===== src/rtl/core/markdown_heading_outline_scanner_macros.svh =====
// assertion macros for the markdown heading outline scanner
`ifndef MARKDOWN_HEADING_OUTLINE_SCANNER_MACROS_SVH
`define MARKDOWN_HEADING_OUTLINE_SCANNER_MACROS_SVH

`ifndef SYNTH

// same-cycle implication, checked out of reset
`define MHOS_ASSERT_IMPLY(label, clk, rst_n, ante, cons) \
	label: assert property (@(posedge clk) disable iff (!rst_n) (ante) |-> (cons)) \
		else $error("mhos same-cycle check failed");

// next-cycle implication, checked out of reset
`define MHOS_ASSERT_NEXT(label, clk, rst_n, ante, cons) \
	label: assert property (@(posedge clk) disable iff (!rst_n) (ante) |=> (cons)) \
		else $error("mhos next-cycle check failed");

`else

`define MHOS_ASSERT_IMPLY(label, clk, rst_n, ante, cons)
`define MHOS_ASSERT_NEXT(label, clk, rst_n, ante, cons)

`endif

`endif


===== src/rtl/core/mhos_pkg.sv =====
// shared types, constants and helpers of the markdown heading outline scanner
package mhos_pkg;

	localparam int LINE_BYTES    = 512;
	localparam int TITLE_BYTES   = 256;
	localparam int HEADING_LIMIT = 1024;
	localparam int COL_W         = $clog2(LINE_BYTES);
	localparam int OFS_W         = 9;
	localparam int CNT_W         = 20;
	localparam int LVL_W         = 3;
	localparam int STACK_DEPTH   = 6;
	localparam int SP_W          = 3;

	localparam logic [CNT_W-1:0] CNT_MAX = {CNT_W{1'b1}};
	localparam logic [LVL_W-1:0] DEEPEST_RESET = LVL_W'(6);

	localparam logic [7:0] CH_NUL   = 8'd0;
	localparam logic [7:0] CH_NL    = 8'd10;
	localparam logic [7:0] CH_HASH  = 8'h23;
	localparam logic [7:0] CH_EQ    = 8'h3d;
	localparam logic [7:0] CH_DASH  = 8'h2d;
	localparam logic [7:0] CH_SPACE = 8'h20;
	localparam logic [7:0] CH_TAB   = 8'h09;
	localparam logic [7:0] CH_CR    = 8'h0d;

	// input item
	typedef struct packed {
		logic [7:0] char_byte;
		logic       end_of_input;
	} byte_item_t;

	// result item
	typedef struct packed {
		logic [LVL_W-1:0] heading_level;
		logic [CNT_W-1:0] title_line;
		logic             from_previous_line;
		logic [OFS_W-1:0] title_start;
		logic [OFS_W-1:0] title_end;
		logic [CNT_W-1:0] heading_index;
		logic [CNT_W-1:0] parent_index;
		logic [LVL_W-1:0] tree_depth;
	} head_item_t;

	// line scan phase
	typedef enum logic [2:0] {
		PH_LEAD,
		PH_HASH,
		PH_GAP,
		PH_TITLE,
		PH_OTHER
	} phase_t;

	// outline unit sequencer
	typedef enum logic [0:0] {
		OL_IDLE,
		OL_SEARCH
	} ol_state_t;

	// heading found at a line end, before outline placement
	typedef struct packed {
		logic [LVL_W-1:0] level;
		logic [CNT_W-1:0] line;
		logic             prev;
		logic [OFS_W-1:0] start;
		logic [OFS_W-1:0] stop;
	} cand_t;

	// commands from the line scanner to the outline unit
	typedef struct packed {
		logic search;
		logic clear_doc;
	} ol_cmd_t;

	function automatic logic is_ws(input logic [7:0] c);
		return (c == CH_SPACE) || ((c >= CH_TAB) && (c <= CH_CR));
	endfunction

endpackage


===== src/rtl/core/mhos_outline.sv =====
// outline unit: ancestor stack, heading numbering, parent search and result register
`include "markdown_heading_outline_scanner_macros.svh"

module mhos_outline
	import mhos_pkg::*;
(
	input  logic       clk,
	input  logic       arst_n,
	input  ol_cmd_t    cmd,
	input  cand_t      cand,
	output logic       busy,
	output logic       head_valid,
	input  logic       head_stall,
	output head_item_t head_item
);

	ol_state_t state_q, state_d;

	logic [LVL_W-1:0] stk_level_q [STACK_DEPTH];
	logic [CNT_W-1:0] stk_index_q [STACK_DEPTH];
	logic [SP_W-1:0]  height_q;
	logic [CNT_W-1:0] kept_q;
	logic [SP_W-1:0]  h_q;
	cand_t            cand_q;
	logic             clear_after_q;
	logic             out_valid_q;
	head_item_t       out_item_q;

	logic [SP_W-1:0]  probe_idx;
	logic [LVL_W-1:0] probe_level;
	logic [CNT_W-1:0] probe_index;
	logic             found;
	logic             out_free;
	logic             finish;
	logic             step;
	logic [CNT_W-1:0] kept_next;
	logic             may_push;

	// one compare per cycle against the entry below the search pointer
	assign probe_idx   = h_q - SP_W'(1);
	assign probe_level = (h_q != '0) ? stk_level_q[probe_idx] : '0;
	assign probe_index = (h_q != '0) ? stk_index_q[probe_idx] : '0;
	assign found       = (h_q == '0) || (probe_level < cand_q.level);
	assign out_free    = !out_valid_q || !head_stall;
	assign kept_next   = (kept_q != CNT_MAX) ? kept_q + CNT_W'(1) : kept_q;
	assign may_push    = kept_q < CNT_W'(HEADING_LIMIT);

	// state register
	always_ff @(posedge clk or negedge arst_n) begin
		if (!arst_n) begin
			state_q <= OL_IDLE;
		end else begin
			state_q <= state_d;
		end
	end

	// next state and step controls
	always_comb begin
		state_d = state_q;
		finish  = 1'b0;
		step    = 1'b0;
		unique case (state_q)
			OL_IDLE: begin
				if (cmd.search) begin
					state_d = OL_SEARCH;
				end
			end
			OL_SEARCH: begin
				if (!found) begin
					step = 1'b1;
				end else if (out_free) begin
					finish  = 1'b1;
					state_d = OL_IDLE;
				end
			end
			default: begin
				state_d = OL_IDLE;
			end
		endcase
	end

	assign busy = (state_q != OL_IDLE);

	// stack height, numbering and result valid
	always_ff @(posedge clk or negedge arst_n) begin
		if (!arst_n) begin
			height_q    <= '0;
			kept_q      <= '0;
			out_valid_q <= 1'b0;
		end else begin
			if (finish) begin
				out_valid_q <= 1'b1;
			end else if (!head_stall) begin
				out_valid_q <= 1'b0;
			end
			if (finish) begin
				if (clear_after_q) begin
					height_q <= '0;
					kept_q   <= '0;
				end else begin
					kept_q <= kept_next;
					if (may_push && (h_q < SP_W'(STACK_DEPTH))) begin
						height_q <= h_q + SP_W'(1);
					end
				end
			end else if (cmd.clear_doc && !cmd.search) begin
				height_q <= '0;
				kept_q   <= '0;
			end
		end
	end

	// search pointer and captured heading
	always_ff @(posedge clk) begin
		if (state_q == OL_IDLE && cmd.search) begin
			cand_q        <= cand;
			h_q           <= height_q;
			clear_after_q <= cmd.clear_doc;
		end else if (step) begin
			h_q <= h_q - SP_W'(1);
		end
	end

	// stack entries, written on a push
	always_ff @(posedge clk) begin
		if (finish && may_push && (h_q < SP_W'(STACK_DEPTH))) begin
			stk_level_q[h_q] <= cand_q.level;
			stk_index_q[h_q] <= kept_next;
		end
	end

	// result register
	always_ff @(posedge clk) begin
		if (finish) begin
			out_item_q.heading_level      <= cand_q.level;
			out_item_q.title_line         <= cand_q.line;
			out_item_q.from_previous_line <= cand_q.prev;
			out_item_q.title_start        <= cand_q.start;
			out_item_q.title_end          <= cand_q.stop;
			out_item_q.heading_index      <= kept_next;
			out_item_q.parent_index       <= probe_index;
			out_item_q.tree_depth         <= LVL_W'(h_q) + LVL_W'(1);
		end
	end

	assign head_valid = out_valid_q;
	assign head_item  = out_item_q;

	`MHOS_ASSERT_IMPLY(a_height_bound, clk, arst_n, 1'b1, height_q <= SP_W'(STACK_DEPTH))
	`MHOS_ASSERT_IMPLY(a_ptr_in_stack, clk, arst_n, state_q == OL_SEARCH, h_q <= height_q)
	`MHOS_ASSERT_IMPLY(a_no_overlap, clk, arst_n, cmd.search, state_q == OL_IDLE)
	`MHOS_ASSERT_NEXT(a_finish_shows, clk, arst_n, finish, out_valid_q && (state_q == OL_IDLE))

endmodule


===== src/rtl/core/markdown_heading_outline_scanner.sv =====
// Markdown heading scanner: takes one byte per cycle while the outline search does not stall input.
// A line end with a kept heading holds byte_stall while the outline unit walks the six-entry
// ancestor stack, one compare per cycle, and while head_stall still holds the result register.
// The result is registered once the search finds the parent and the result register is free.
// Reset clears line, document and stack state at once; deepest_level returns to 6.
module markdown_heading_outline_scanner
	import mhos_pkg::*;
(
	input  logic       clk,
	input  logic       arst_n,
	input  logic       byte_valid,
	output logic       byte_stall,
	input  byte_item_t byte_item,
	output logic       head_valid,
	input  logic       head_stall,
	output head_item_t head_item,
	input  logic       cfg_valid,
	output logic       cfg_ready,
	input  logic [2:0] cfg_data
);

	logic [LVL_W-1:0] deepest_q;

	logic [COL_W-1:0] column_q;
	logic [CNT_W-1:0] line_count_q;
	phase_t           phase_q;
	logic [2:0]       hash_q;
	logic [COL_W-1:0] t_start_q, t_last_q, t_keep_q;
	logic             dead_q, has_text_q, first_hash_q, eq_ok_q, dash_ok_q, gap_ws_q;
	logic [COL_W-1:0] text_start_q, text_end_q;
	logic             prior_text_q, prior_hash_q;
	logic [COL_W-1:0] prior_start_q, prior_end_q;

	phase_t           phase_n;
	logic [2:0]       hash_n;
	logic [COL_W-1:0] t_start_n, t_last_n, t_keep_n;
	logic             dead_n, has_text_n, first_hash_n, eq_ok_n, dash_ok_n, gap_ws_n;
	logic [COL_W-1:0] text_start_n, text_end_n;
	logic [CNT_W-1:0] line_count_n;
	logic [COL_W-1:0] col_inc;
	logic             title_upd;

	logic [7:0]       c;
	logic             eoi;
	logic             accept;
	logic             line_end;
	logic             keep;
	cand_t            cand;
	logic [COL_W-1:0] c_start, c_end, c_span;
	ol_cmd_t          cmd;
	logic             busy;

	assign c      = byte_item.char_byte;
	assign eoi    = byte_item.end_of_input;
	assign accept = byte_valid && !byte_stall;

	// configuration register
	assign cfg_ready = 1'b1;
	always_ff @(posedge clk or negedge arst_n) begin
		if (!arst_n) begin
			deepest_q <= DEEPEST_RESET;
		end else if (cfg_valid && cfg_ready) begin
			deepest_q <= cfg_data;
		end
	end

	// per-byte line scan
	always_comb begin
		phase_n      = phase_q;
		hash_n       = hash_q;
		t_start_n    = t_start_q;
		t_last_n     = t_last_q;
		t_keep_n     = t_keep_q;
		dead_n       = dead_q;
		has_text_n   = has_text_q;
		first_hash_n = first_hash_q;
		eq_ok_n      = eq_ok_q;
		dash_ok_n    = dash_ok_q;
		gap_ws_n     = gap_ws_q;
		text_start_n = text_start_q;
		text_end_n   = text_end_q;
		title_upd    = 1'b0;
		col_inc      = column_q + COL_W'(1);
		line_count_n = line_count_q;
		if (column_q == '0 && line_count_q != CNT_MAX) begin
			line_count_n = line_count_q + CNT_W'(1);
		end
		if (!dead_q) begin
			if (c == CH_NUL) begin
				dead_n = 1'b1;
			end else if (is_ws(c)) begin
				if (has_text_q) begin
					gap_ws_n = 1'b1;
				end
				if (phase_q == PH_HASH) begin
					phase_n = (hash_q <= 3'd6) ? PH_GAP : PH_OTHER;
				end
			end else begin
				if (!has_text_q) begin
					has_text_n   = 1'b1;
					text_start_n = column_q;
					first_hash_n = (c == CH_HASH);
				end else if (gap_ws_q) begin
					eq_ok_n   = 1'b0;
					dash_ok_n = 1'b0;
				end
				gap_ws_n = 1'b0;
				if (c != CH_EQ) begin
					eq_ok_n = 1'b0;
				end
				if (c != CH_DASH) begin
					dash_ok_n = 1'b0;
				end
				text_end_n = col_inc;
				case (phase_q)
					PH_LEAD: begin
						if (c == CH_HASH) begin
							phase_n = PH_HASH;
							hash_n  = 3'd1;
						end else begin
							phase_n = PH_OTHER;
						end
					end
					PH_HASH: begin
						if (c == CH_HASH) begin
							if (hash_q < 3'd7) begin
								hash_n = hash_q + 3'd1;
							end
						end else begin
							phase_n = PH_OTHER;
						end
					end
					PH_GAP: begin
						phase_n   = PH_TITLE;
						t_start_n = column_q;
						t_last_n  = column_q;
						t_keep_n  = column_q;
						title_upd = 1'b1;
					end
					PH_TITLE: begin
						title_upd = 1'b1;
					end
					default: begin
					end
				endcase
				// trailing hash run tracking
				if (title_upd) begin
					if (c == CH_HASH) begin
						if (t_last_n != column_q) begin
							t_keep_n = t_last_n;
						end
						t_last_n = col_inc;
					end else begin
						t_keep_n = col_inc;
						t_last_n = col_inc;
					end
				end
			end
		end
	end

	assign line_end = (c == CH_NL) || (col_inc >= COL_W'(LINE_BYTES - 1)) || eoi;

	// heading candidate at line end, title clipped
	always_comb begin
		cand    = '0;
		c_start = '0;
		c_end   = '0;
		if (phase_n == PH_TITLE) begin
			cand.level = LVL_W'(hash_n);
			cand.line  = line_count_n;
			cand.prev  = 1'b0;
			c_start    = t_start_n;
			c_end      = t_keep_n;
		end else if (has_text_n && (eq_ok_n || dash_ok_n) && prior_text_q && !prior_hash_q) begin
			cand.level = eq_ok_n ? LVL_W'(1) : LVL_W'(2);
			cand.line  = line_count_n - CNT_W'(1);
			cand.prev  = 1'b1;
			c_start    = prior_start_q;
			c_end      = prior_end_q;
		end
		if (c_end < c_start) begin
			c_end = c_start;
		end
		c_span = c_end - c_start;
		if (c_span > COL_W'(TITLE_BYTES - 1)) begin
			c_end = c_start + COL_W'(TITLE_BYTES - 1);
		end
		cand.start = OFS_W'(c_start);
		cand.stop  = OFS_W'(c_end);
	end

	assign keep = (cand.level != '0) && (cand.level <= deepest_q);

	assign cmd.search    = accept && line_end && keep;
	assign cmd.clear_doc = accept && line_end && eoi;

	assign byte_stall = busy;

	// line and document state
	always_ff @(posedge clk or negedge arst_n) begin
		if (!arst_n) begin
			column_q      <= '0;
			line_count_q  <= '0;
			phase_q       <= PH_LEAD;
			hash_q        <= '0;
			t_start_q     <= '0;
			t_last_q      <= '0;
			t_keep_q      <= '0;
			dead_q        <= 1'b0;
			has_text_q    <= 1'b0;
			first_hash_q  <= 1'b0;
			eq_ok_q       <= 1'b1;
			dash_ok_q     <= 1'b1;
			gap_ws_q      <= 1'b0;
			text_start_q  <= '0;
			text_end_q    <= '0;
			prior_text_q  <= 1'b0;
			prior_hash_q  <= 1'b0;
			prior_start_q <= '0;
			prior_end_q   <= '0;
		end else if (accept) begin
			if (line_end) begin
				column_q     <= '0;
				phase_q      <= PH_LEAD;
				hash_q       <= '0;
				t_start_q    <= '0;
				t_last_q     <= '0;
				t_keep_q     <= '0;
				dead_q       <= 1'b0;
				has_text_q   <= 1'b0;
				first_hash_q <= 1'b0;
				eq_ok_q      <= 1'b1;
				dash_ok_q    <= 1'b1;
				gap_ws_q     <= 1'b0;
				text_start_q <= '0;
				text_end_q   <= '0;
				if (eoi) begin
					line_count_q  <= '0;
					prior_text_q  <= 1'b0;
					prior_hash_q  <= 1'b0;
					prior_start_q <= '0;
					prior_end_q   <= '0;
				end else begin
					line_count_q  <= line_count_n;
					prior_text_q  <= has_text_n;
					prior_hash_q  <= first_hash_n;
					prior_start_q <= text_start_n;
					prior_end_q   <= text_end_n;
				end
			end else begin
				column_q     <= col_inc;
				line_count_q <= line_count_n;
				phase_q      <= phase_n;
				hash_q       <= hash_n;
				t_start_q    <= t_start_n;
				t_last_q     <= t_last_n;
				t_keep_q     <= t_keep_n;
				dead_q       <= dead_n;
				has_text_q   <= has_text_n;
				first_hash_q <= first_hash_n;
				eq_ok_q      <= eq_ok_n;
				dash_ok_q    <= dash_ok_n;
				gap_ws_q     <= gap_ws_n;
				text_start_q <= text_start_n;
				text_end_q   <= text_end_n;
			end
		end
	end

	// outline placement and result register
	mhos_outline u_outline (
		.clk        (clk),
		.arst_n     (arst_n),
		.cmd        (cmd),
		.cand       (cand),
		.busy       (busy),
		.head_valid (head_valid),
		.head_stall (head_stall),
		.head_item  (head_item)
	);

endmodule


===== config.mk =====
export PLATFORM = sky130hd
export DESIGN_NAME = markdown_heading_outline_scanner
export DESIGN_NICKNAME = d
export VERILOG_FILES = /design/src/rtl/core/mhos_pkg.sv /design/src/rtl/core/mhos_outline.sv /design/src/rtl/core/markdown_heading_outline_scanner.sv
export VERILOG_INCLUDE_DIRS = /design/src /design/src/rtl/core
export SDC_FILE = /design/constraint.sdc
export NUM_CORES = 1
export LEC_CHECK = 0
export BUFFER_PORTS_ARGS = -buffer_cell sky130_fd_sc_hd__buf_2
export CORE_MARGIN = 10
export CORE_UTILIZATION = 32
export DETAILED_ROUTE_END_ITERATION = 6
export GPL_TIMING_DRIVEN = 0
export PLACE_DENSITY = 0.51
export SYNTH_ARGS = -nofsm -noshare
export SYNTH_HDL_FRONTEND = slang
export SYNTH_SLANG_ARGS = --single-unit
export TNS_END_PERCENT = 1

===== constraint.sdc =====
create_clock -name clk -period 9.1 [get_ports clk]
set_input_delay 1.82 -clock clk [delete_from_list [all_inputs] [get_ports clk]]
set_output_delay 1.82 -clock clk [all_outputs]
set_load 0.01 [all_outputs]

==> run summary, run 1 <==
Post-Route WL: 54.35 mm
Root Driver: clkbuf_16
Die area: 70070 um2
Critical Path AT: 8.80 ns
Buffers on Ports: 101
WS Path Type: in -> reg
Clk sinks: 403
Critical Path Slowest Stage Cell: nor4bb_2
Final Max Tran Viols: 0
Worst EP required: 9.38 ns
Top cells by count, synth: 269 x edfxtp_1, 167 x nand2_1, 130 x dfrtp_1
Ranking of synthesized cells by area: edfxtp_1 42%, dfrtp_1 17%, nand2_1 3.3%
Critical path's largest stage delay: 0.49 ns
First-pass GRT wire length: 83.92 mm
Number of synthesized flops with an enable pin: 269
Period utilization: 93.67%
Post-synth top area cell: edfxtp_1
H-tree depth: 2
Layout cell share with drive strength beyond 1: 14.51%
Via/cell ratio: 5.307
Startpoint class of the critical path: primary input
Post-CTS Setup Inserts: 0
Crit. End Element: register
Final hold violation count: 0
Overflow after GRT: 0
CTS tree: built
Largest net degree at the start of global routing: 87
Residual DRC count: 0
Total GRT Usage: 15.26%
Synth top area share: 42.16%
DR iter-0 viols: 946
Slew HR: 18.82%
Crit path top cell by count: buf_2
Synthesized net count: 1671
Worst-margin pin slew: 1.208 ns
Achievable Freq: 117.3 MHz
Post-Route Hold Slack: 0.4175 ns
Core area: 59130 um2
Clk_lat worst skew: 0.57 ns
Peak supply drop: 97.73 uV
Simple-gate portion of the synthesized area: 12.69%
Synthesized area per cell: 11.81 um2
Dpl ws: -0.7923 ns
XOR/XNOR Fraction of Synth Area: 2.605%
Final GP Congestion: 0.9008
Synth Register Bits: 403
Total Power: 4.159 mW
Initial Util: 32.40%
Max clock buf depth: 3
Design area: 22320 um2
Final Skew: 0.01642 ns
Post-place instance area: 20830 um2
Maxcap violations: 0
Top-count cell post-synth: edfxtp_1
Clock Pin Slew Worst Setup and Hold Paths: 0.05 ns
Synth Flop Type: edfxtp_1
Pwr/cell area: 186.4 nW/um2
Post-route setup slack: 0.5764 ns
Setup TNS: 0 ns
Synthesis warning total: 0
Worst min-delay path category: reg -> reg
Sequential-to-total area share from yosys stat: 59.68%
Post-synthesis async set-or-reset flop share: 33.25%
Post-synthesis cell count: 1622
Ports: 105
CTS buffer count: 45
CP max FO: 10
Final cell count without fillers: 2589
Rows: 89
Multiplexer share of the synthesized area: 5.975%
Antenna viol nets, final: 0
Hold_buf cts: 0
Synthesized-area fraction occupied by adder cells: 2.129%
Fin crit period: 8.524 ns
Status: complete, no violations
# setup viols final: 0
Placed insts: 2505
Synth cell types: 86
Wire length per cell: 20.99 um
Chip Width: 264.7 um
Nets: 1827
Post-DP HPWL: 38.94 mm
Vias in the first global route: 13810
Synthesized area: 19160 um2
Pleak: 8.510 nW
Routed vias: 13740
Area Overhead vs Synth: 16.48%
Fin util: 37.74%
Initial DRT Pass Iterations: 5
Die Ht: 264.7 um
Post-synthesis compound-gate area fraction: 14.09%
Initial antenna violation count: 3
Largest family of logic cells by synthesized area: compound AO/OA/AOI/OAI gates
RSZ-0062 raised after global routing: false
power breakdown:
group / internal, mW / total (mW) / switching (mW)
Clock: 1.07 / 1.81 / 0.745
Sequential: 1.97 / 2.00 / 0.0227
Combinational: 0.113 / 0.350 / 0.237
area by class of cell:
class / count / area [um2]
diodes: 4 / 10.01
plain buffers: 93 / 369.1
clock buffers: 57 / 1191
clock inverters: 24 / 255.2
fillers: 5706 / 36810
inverters: 44 / 168.9
multi-input cells: 1081 / 7263
flip-flops and latches: 403 / 11440
well taps: 773 / 967.2
repair buffers: 110 / 656.9
layer usage:
metal | part of all wire [%] | GRT usage [%]
met1 | 42 | 18.74
met4 | 2.3 | 4.380
met5 | 0 | 0
met2 | 50 | 26.93
met3 | 5.2 | 2.805
critical path: cells and delay by family:
family                   cells  cell delay [ns]
adder cells (fa/ha/maj)      3             0.86
buffers and inverters        9             1.46
AND/OR/NAND/NOR              8             1.76
AO/OA/AOI/OAI               13             2.88
sequential cells by signal, summed over array words and instances, names as in the netlist, 3 cells and up:
signal / flops
u_outline.stk_index_q: 120
u_outline.head_item: 85
u_outline.cand_q: 42
line_count_q: 20
u_outline.kept_q: 20
u_outline.stk_level_q: 18
column_q: 9
prior_end_q: 9
prior_start_q: 9
t_keep_q: 9
t_last_q: 9
t_start_q: 9
text_end_q: 9
text_start_q: 9
deepest_q: 3
hash_q: 3
phase_q: 3
u_outline.h_q: 3
u_outline.height_q: 3
worst paths after layout:
check	endpoint	startpoint	slack, ns	cells after the start
max in group asynchronous	t_start_q[4]	arst_n	7.06	2
max reg2reg	u_outline.stk_index_q[1][13]	u_outline.h_q[0]	0.87	19
min	u_outline.head_item[53]	u_outline.cand_q[10]	0.42	0
max	u_outline.cand_q[4]	byte_item[4]	0.58	33
min reg2reg	u_outline.head_item[53]	u_outline.cand_q[10]	0.42	0
min in group asynchronous	line_count_q[5]	arst_n	1.20	1
cell families (layout without fill, tap and decap cells):
family / count (synthesis) / after routing
AND/OR/NAND/NOR: 512 / 512
XOR/XNOR: 57 / 57
AO/OA/AOI/OAI: 395 / 395
buffers and inverters: 138 / 328
other: 1 / 5
adder cells (fa/ha/maj): 32 / 32
multiplexers: 84 / 84
flip-flops: 403 / 403
repair_timing:
item,CTS,global route
setup endpoints to repair,8,9
resized for setup,4,5
endpoints found under the hold margin,0,0
cell usage in the layout, fill, tap and decap left out, types with 41 or more instances in the layout:
master,netlist,layout
nand3_1,48,48
o21ai_0,92,91
xnor2_1,41,41
mux2i_1,51,51
clkbuf_1,74,82
inv_1,43,42
a21oi_1,69,67
dfrtp_1,130,130
buf_2,9,109
edfxtp_1,269,269
nor2_1,125,121
clkbuf_16,0,45
a22o_1,45,45
nand2_1,167,167
Note: power is estimated with default switching activity, not from simulation.
==> run 2: changes to the inputs <==
--- a/config.mk
+++ b/config.mk
@@ -8,10 +8,10 @@
 export LEC_CHECK = 0
 export BUFFER_PORTS_ARGS = -buffer_cell sky130_fd_sc_hd__buf_2
 export CORE_MARGIN = 10
-export CORE_UTILIZATION = 32
+export CORE_UTILIZATION = 60
 export DETAILED_ROUTE_END_ITERATION = 6
 export GPL_TIMING_DRIVEN = 0
-export PLACE_DENSITY = 0.51
+export PLACE_DENSITY = 0.83
 export SYNTH_ARGS = -nofsm -noshare
 export SYNTH_HDL_FRONTEND = slang
 export SYNTH_SLANG_ARGS = --single-unit
==> run 2 against run 1 <==
  * Fmax down 2.4%
  * Combinational power rose by 1%
  * Clock-buffer cell count grew 2
  * Global-route usage is 10 points higher
  * Critical path type unchanged
  * Register-to-register slack is essentially flat
  * Worst setup slack got worse by 0.21 ns
  * Routed wire length down 6.4%
  * Non-clock buffer count grew 4
  * Sequential share of layout area is 1.1 points higher
  * Via count grew 3.6%
  * Clock power decreased by 3%
  * Critical path depth shrank 1
==> run summary, run 2 (same netlist as run 1, synthesis figures left out) <==
Status: complete, no violations
Fin crit period: 8.734 ns
Worst R2R Start: u_outline.h_q[0]
H-tree depth: 2
Overflow after GRT: 0
Number of diodes: 0
Sw frac: 23.93%
Dpl ws: -0.2178 ns
Root Driver: clkbuf_16
Total GRT Usage: 25.63%
RSZ-0062 raised after global routing: false
Max reg flops: 120
Pleak: 8.522 nW
Peak supply drop: 129.8 uV
Comb power frac: 8.6%
Post-route setup slack: 0.3657 ns
Critical Path Slowest Stage Cell: nor4bb_2
Final cell count without fillers: 2213
Most common cell after layout, fill and taps aside: edfxtp_1
Placed insts: 2137
R2r endpoint: u_outline.stk_index_q[4][18]
Hold path start: u_outline.cand_q[0]
Critical Path AT: 9.11 ns
Hold path depth: 0
Largest net degree at the start of global routing: 69
Startpoint class of the critical path: primary input
Critical path's largest stage delay: 0.49 ns
First-pass GRT wire length: 79.47 mm
Period utilization: 95.98%
Antenna viol nets, final: 0
Initial antenna violation count: 0
# setup viols final: 0
Hold endpoint: u_outline.head_item[43]
WS Path Type: in -> reg
Ports: 105
Worst min-delay path category: reg -> reg
Sw power: 0.9835 mW
Worst-margin pin slew: 1.078 ns
Slew HR: 27.60%
Clk network pwr share: 42.8%
Maxcap violations: 0
Pwr/cell area: 188.3 nW/um2
Final Skew: 0.02512 ns
Clk_lat worst skew: 0.56 ns
FF-to-FF setup slack: 0.87 ns
Layout cell share with drive strength beyond 1: 14.41%
Initial Util: 60.72%
Initial DRT Pass Iterations: 6
Worst EP required: 9.48 ns
Area Overhead vs Synth: 13.94%
Die Ht: 198.7 um
Core area: 31560 um2
R2R cell count: 19
Post-Route WL: 50.86 mm
Post-Route Hold Slack: 0.4097 ns
DR iter-0 viols: 1503
Crit path top cell by count: a21oi_1
Via/cell ratio: 6.430
Total Power: 4.110 mW
CTS tree: built
Max clock buf depth: 3
Final GP Congestion: 0.9390
Top reg by flops: u_outline.stk_index_q
CP max FO: 10
Clk sinks: 403
Buffers on Ports: 101
Die area: 39480 um2
Chip Width: 198.7 um
Post-DP HPWL: 35.66 mm
Clock Pin Slew Worst Setup and Hold Paths: 0.07 ns
Residual DRC count: 0
Crit. End Element: register
Final hold violation count: 0
Final Max Tran Viols: 0
Commonest cells after routing, fill and taps aside: 269 x edfxtp_1, 167 x nand2_1, 130 x dfrtp_1
Sequential share of power: 48.6%
Wire length per cell: 22.98 um
Nets: 1827
Routed vias: 14230
Vias in the first global route: 13990
Achievable Freq: 114.5 MHz
CTS buffer count: 41
Internal Power: 3.126 mW
Rows: 65
## run 2: critical path: cells and delay by family
family                     cells  cell delay (ns)
AOI/OAI and AO/OA             15             3.58
and+or+nand+nor                8             1.73
buffers and inverters          7             1.38
adders and majority gates      2             0.57
## run 2: final cells by class
type                       instances  area [um2]
sequential                       403       11440
fill                            2320        9723
multi-input combinational       1081        7236
clock buffer                      59        1165
timing repair buffer             113       714.4
tap                              402       503.0
buffer                            94       371.6
clock inverter                    17       237.7
inverter                          44       168.9
## run 2: how the worst max path moves through the flow
stage               cells past startpoint              from                            to
floorplan                              30      byte_item[1]           u_outline.cand_q[3]
global placement                       18  u_outline.h_q[0]  u_outline.stk_index_q[1][16]
detailed placement                     33      byte_item[3]           u_outline.cand_q[3]
CTS                                    29      byte_item[3]           u_outline.cand_q[3]
global route                           32      byte_item[3]           u_outline.cand_q[6]
finish                                 32      byte_item[3]           u_outline.cand_q[6]
## run 2: metal layers
layer  part of all wire, %  routed length (um)  GRT usage [%]  up-vias
li1                      -                   -              -     6411
met2                    49               25010          42.79      620
met3                   7.0                3568          4.410      124
met1                    40               20590          33.21     7074
met5                     0                   0              0        -
met4                   3.3                1690          8.873        0
## run 2: per-stage QoR
| step | setup TNS, ns | area, um2 | utilization, % |
|---|---|---|---|
| final | 0 | 21830 | 69.19 |
| after global routing | 0 | 21830 | 69.19 |
| after detailed placement | -1.192 | 20400 | 64.65 |
| after global placement | -50.16 | 20170 | 63.92 |
| after floorplan | 0 | 19160 | - |
| after CTS | 0 | 21800 | 69.10 |
## run 2: power by group through the flow
stage | clock, mW | sequential (mW) | combinational (mW)
2_1_floorplan | 0 | 2.03 | 0.229
3_3_place_gp | 0 | 2.03 | 0.333
3_5_place_dp | 0 | 2.03 | 0.342
4_1_cts | 1.77 | 1.99 | 0.346
5_1_grt | 1.85 | 2.00 | 0.384
6_report | 1.76 | 2.00 | 0.354
## run 2: repair_timing
action / CTS / global route
resized for setup: 0 / 6
buffers inserted: 0 / 0
endpoints found under the setup margin: 0 / 8
hold buffers: 0 / 0
==> run 3: changes to the inputs <==
--- a/config.mk
+++ b/config.mk
@@ -7,11 +7,10 @@
 export NUM_CORES = 1
 export LEC_CHECK = 0
 export BUFFER_PORTS_ARGS = -buffer_cell sky130_fd_sc_hd__buf_2
-export CORE_MARGIN = 10
-export CORE_UTILIZATION = 60
+export CORE_UTILIZATION = 35
 export DETAILED_ROUTE_END_ITERATION = 6
 export GPL_TIMING_DRIVEN = 0
-export PLACE_DENSITY = 0.83
+export PLACE_DENSITY = 0.55
 export SYNTH_ARGS = -nofsm -noshare
 export SYNTH_HDL_FRONTEND = slang
 export SYNTH_SLANG_ARGS = --single-unit
==> run 3 against run 2 <==
  * Non-clock buffer count decreased by 1
  * Highest routed layer unchanged
  * Largest cell class unchanged
  * Hold slack improved by 0.0079 ns
  * Largest power group unchanged
  * Worst setup slack improved by 0.20 ns
  * Critical path type unchanged
  * Global-route usage decreased by 7.3 points
  * Register-to-register slack improved by 0.20 ns
  * First-iteration DRC count decreased by 17%
  * Total power increased by 2.0%
==> run summary, run 3 (same netlist as run 1, synthesis figures left out) <==
Final cell count without fillers: 2512
Buf/Inv on CP: 9
Ports: 105
Clk sinks: 403
Cell family with most CP delay: compound AO/OA/AOI/OAI gates
Peak supply drop: 117.1 uV
CTS tree: built
Initial Util: 35.54%
WS Path Type: in -> reg
Top reg by flops: u_outline.stk_index_q
Clock Pin Slew Worst Setup and Hold Paths: 0.06 ns
Buffers on Ports: 101
Core area: 53920 um2
Max clock buf depth: 3
Initial antenna violation count: 0
Layout cell share with drive strength beyond 1: 14.60%
Initial DRT Pass Iterations: 5
H-tree depth: 2
Max reg flops: 120
Vias in the first global route: 13480
Via/cell ratio: 5.502
Die area: 55680 um2
Critical Path Slowest Stage Cell: nor4bb_2
Rows: 85
Post-Route WL: 51.36 mm
CP max FO: 10
RSZ-0062 raised after global routing: false
Pwr/cell area: 188.1 nW/um2
Area Overhead vs Synth: 16.31%
Critical path's largest stage delay: 0.46 ns
Clk_lat worst skew: 0.58 ns
Final GP Congestion: 0.8923
Final hold violation count: 0
Setup TNS: 0 ns
Worst EP required: 9.40 ns
Crit. End Element: register
Worst min-delay path category: reg -> reg
Achievable Freq: 117.2 MHz
Nets: 1829
FF-to-FF setup slack: 1.07 ns
Critical Path AT: 8.84 ns
Root Driver: clkbuf_16
Pleak: 8.559 nW
Total GRT Usage: 18.37%
# setup viols final: 0
Post-CTS Setup Inserts: 0
Largest net degree at the start of global routing: 97
Antenna viol nets, final: 0
Post-DP HPWL: 36.37 mm
Maxcap violations: 0
Fin crit period: 8.534 ns
Die Ht: 236.0 um
Hold_buf cts: 0
First-pass GRT wire length: 79.46 mm
Routed vias: 13820
DR iter-0 viols: 1243
CTS buffer count: 44
Startpoint class of the critical path: primary input
Period utilization: 93.78%
Placed insts: 2430
Post-Route Hold Slack: 0.4175 ns
Status: complete, no violations
Final Max Tran Viols: 0
Worst-margin pin slew: 1.133 ns
Slew HR: 23.86%
Overflow after GRT: 0
Final Skew: 0.01758 ns
Commonest cells after routing, fill and taps aside: 269 x edfxtp_1, 167 x nand2_1, 130 x dfrtp_1
Chip Width: 236.0 um
Most common cell after layout, fill and taps aside: edfxtp_1
Wire length per cell: 20.44 um
Residual DRC count: 0
[run 3: power breakdown]
part           switching, mW  internal, mW
registers             0.0232          1.97
logic                  0.227         0.113
clock network          0.756          1.10
[run 3: final timing paths]
kind,from,to,depth (start not counted)
hold / removal,u_outline.cand_q[18],u_outline.head_item[61],0
setup reg to reg,u_outline.h_q[0],u_outline.stk_index_q[4][1],19
hold reg to reg,u_outline.cand_q[18],u_outline.head_item[61],0
max in group asynchronous,arst_n,u_outline.kept_q[17],2
setup / recovery,byte_item[3],u_outline.cand_q[4],33
min in group asynchronous,arst_n,line_count_q[9],1
[run 3: cell type report]
type / instances / area, um2
buffer: 94 / 372.9
multi-input combinational: 1081 / 7249
fill: 5059 / 31640
antenna: 1 / 2.502
clock buffer: 57 / 1190
tap: 696 / 870.8
sequential: 403 / 11440
inverter: 44 / 168.9
clock inverter: 24 / 299.0
timing repair buffer: 112 / 695.7
[run 3: timing repair]
item                                    in CTS  in global routing
resized for setup                            0                  9
hold endpoints to repair                     0                  0
endpoints found under the setup margin       0                  9
[run 3: per-layer routing]
metal	vias to the layer above	part of all wire [%]	global-route usage, %
li1	6411	-	-
met1	6922	43	23.94
met2	402	49	31.17
met3	85	5.2	2.961
met4	0	2.7	5.843
met5	-	0	0
[run 3: stage by stage]
| step | total power [mW] | util [%] | instance area (um2) | setup slack, ns |
|---|---|---|---|---|
| 2_1_floorplan | 2.256 | - | 19160 | 1.387 |
| 3_3_place_gp | 2.361 | 38.09 | 20540 | -1.177 |
| 3_5_place_dp | 2.368 | 38.50 | 20760 | -0.5033 |
| 4_1_cts | 4.234 | 41.26 | 22250 | 0.1087 |
| 5_1_grt | 4.343 | 41.33 | 22280 | 0.08129 |
| 6_report | 4.192 | 41.33 | 22290 | 0.5660 |
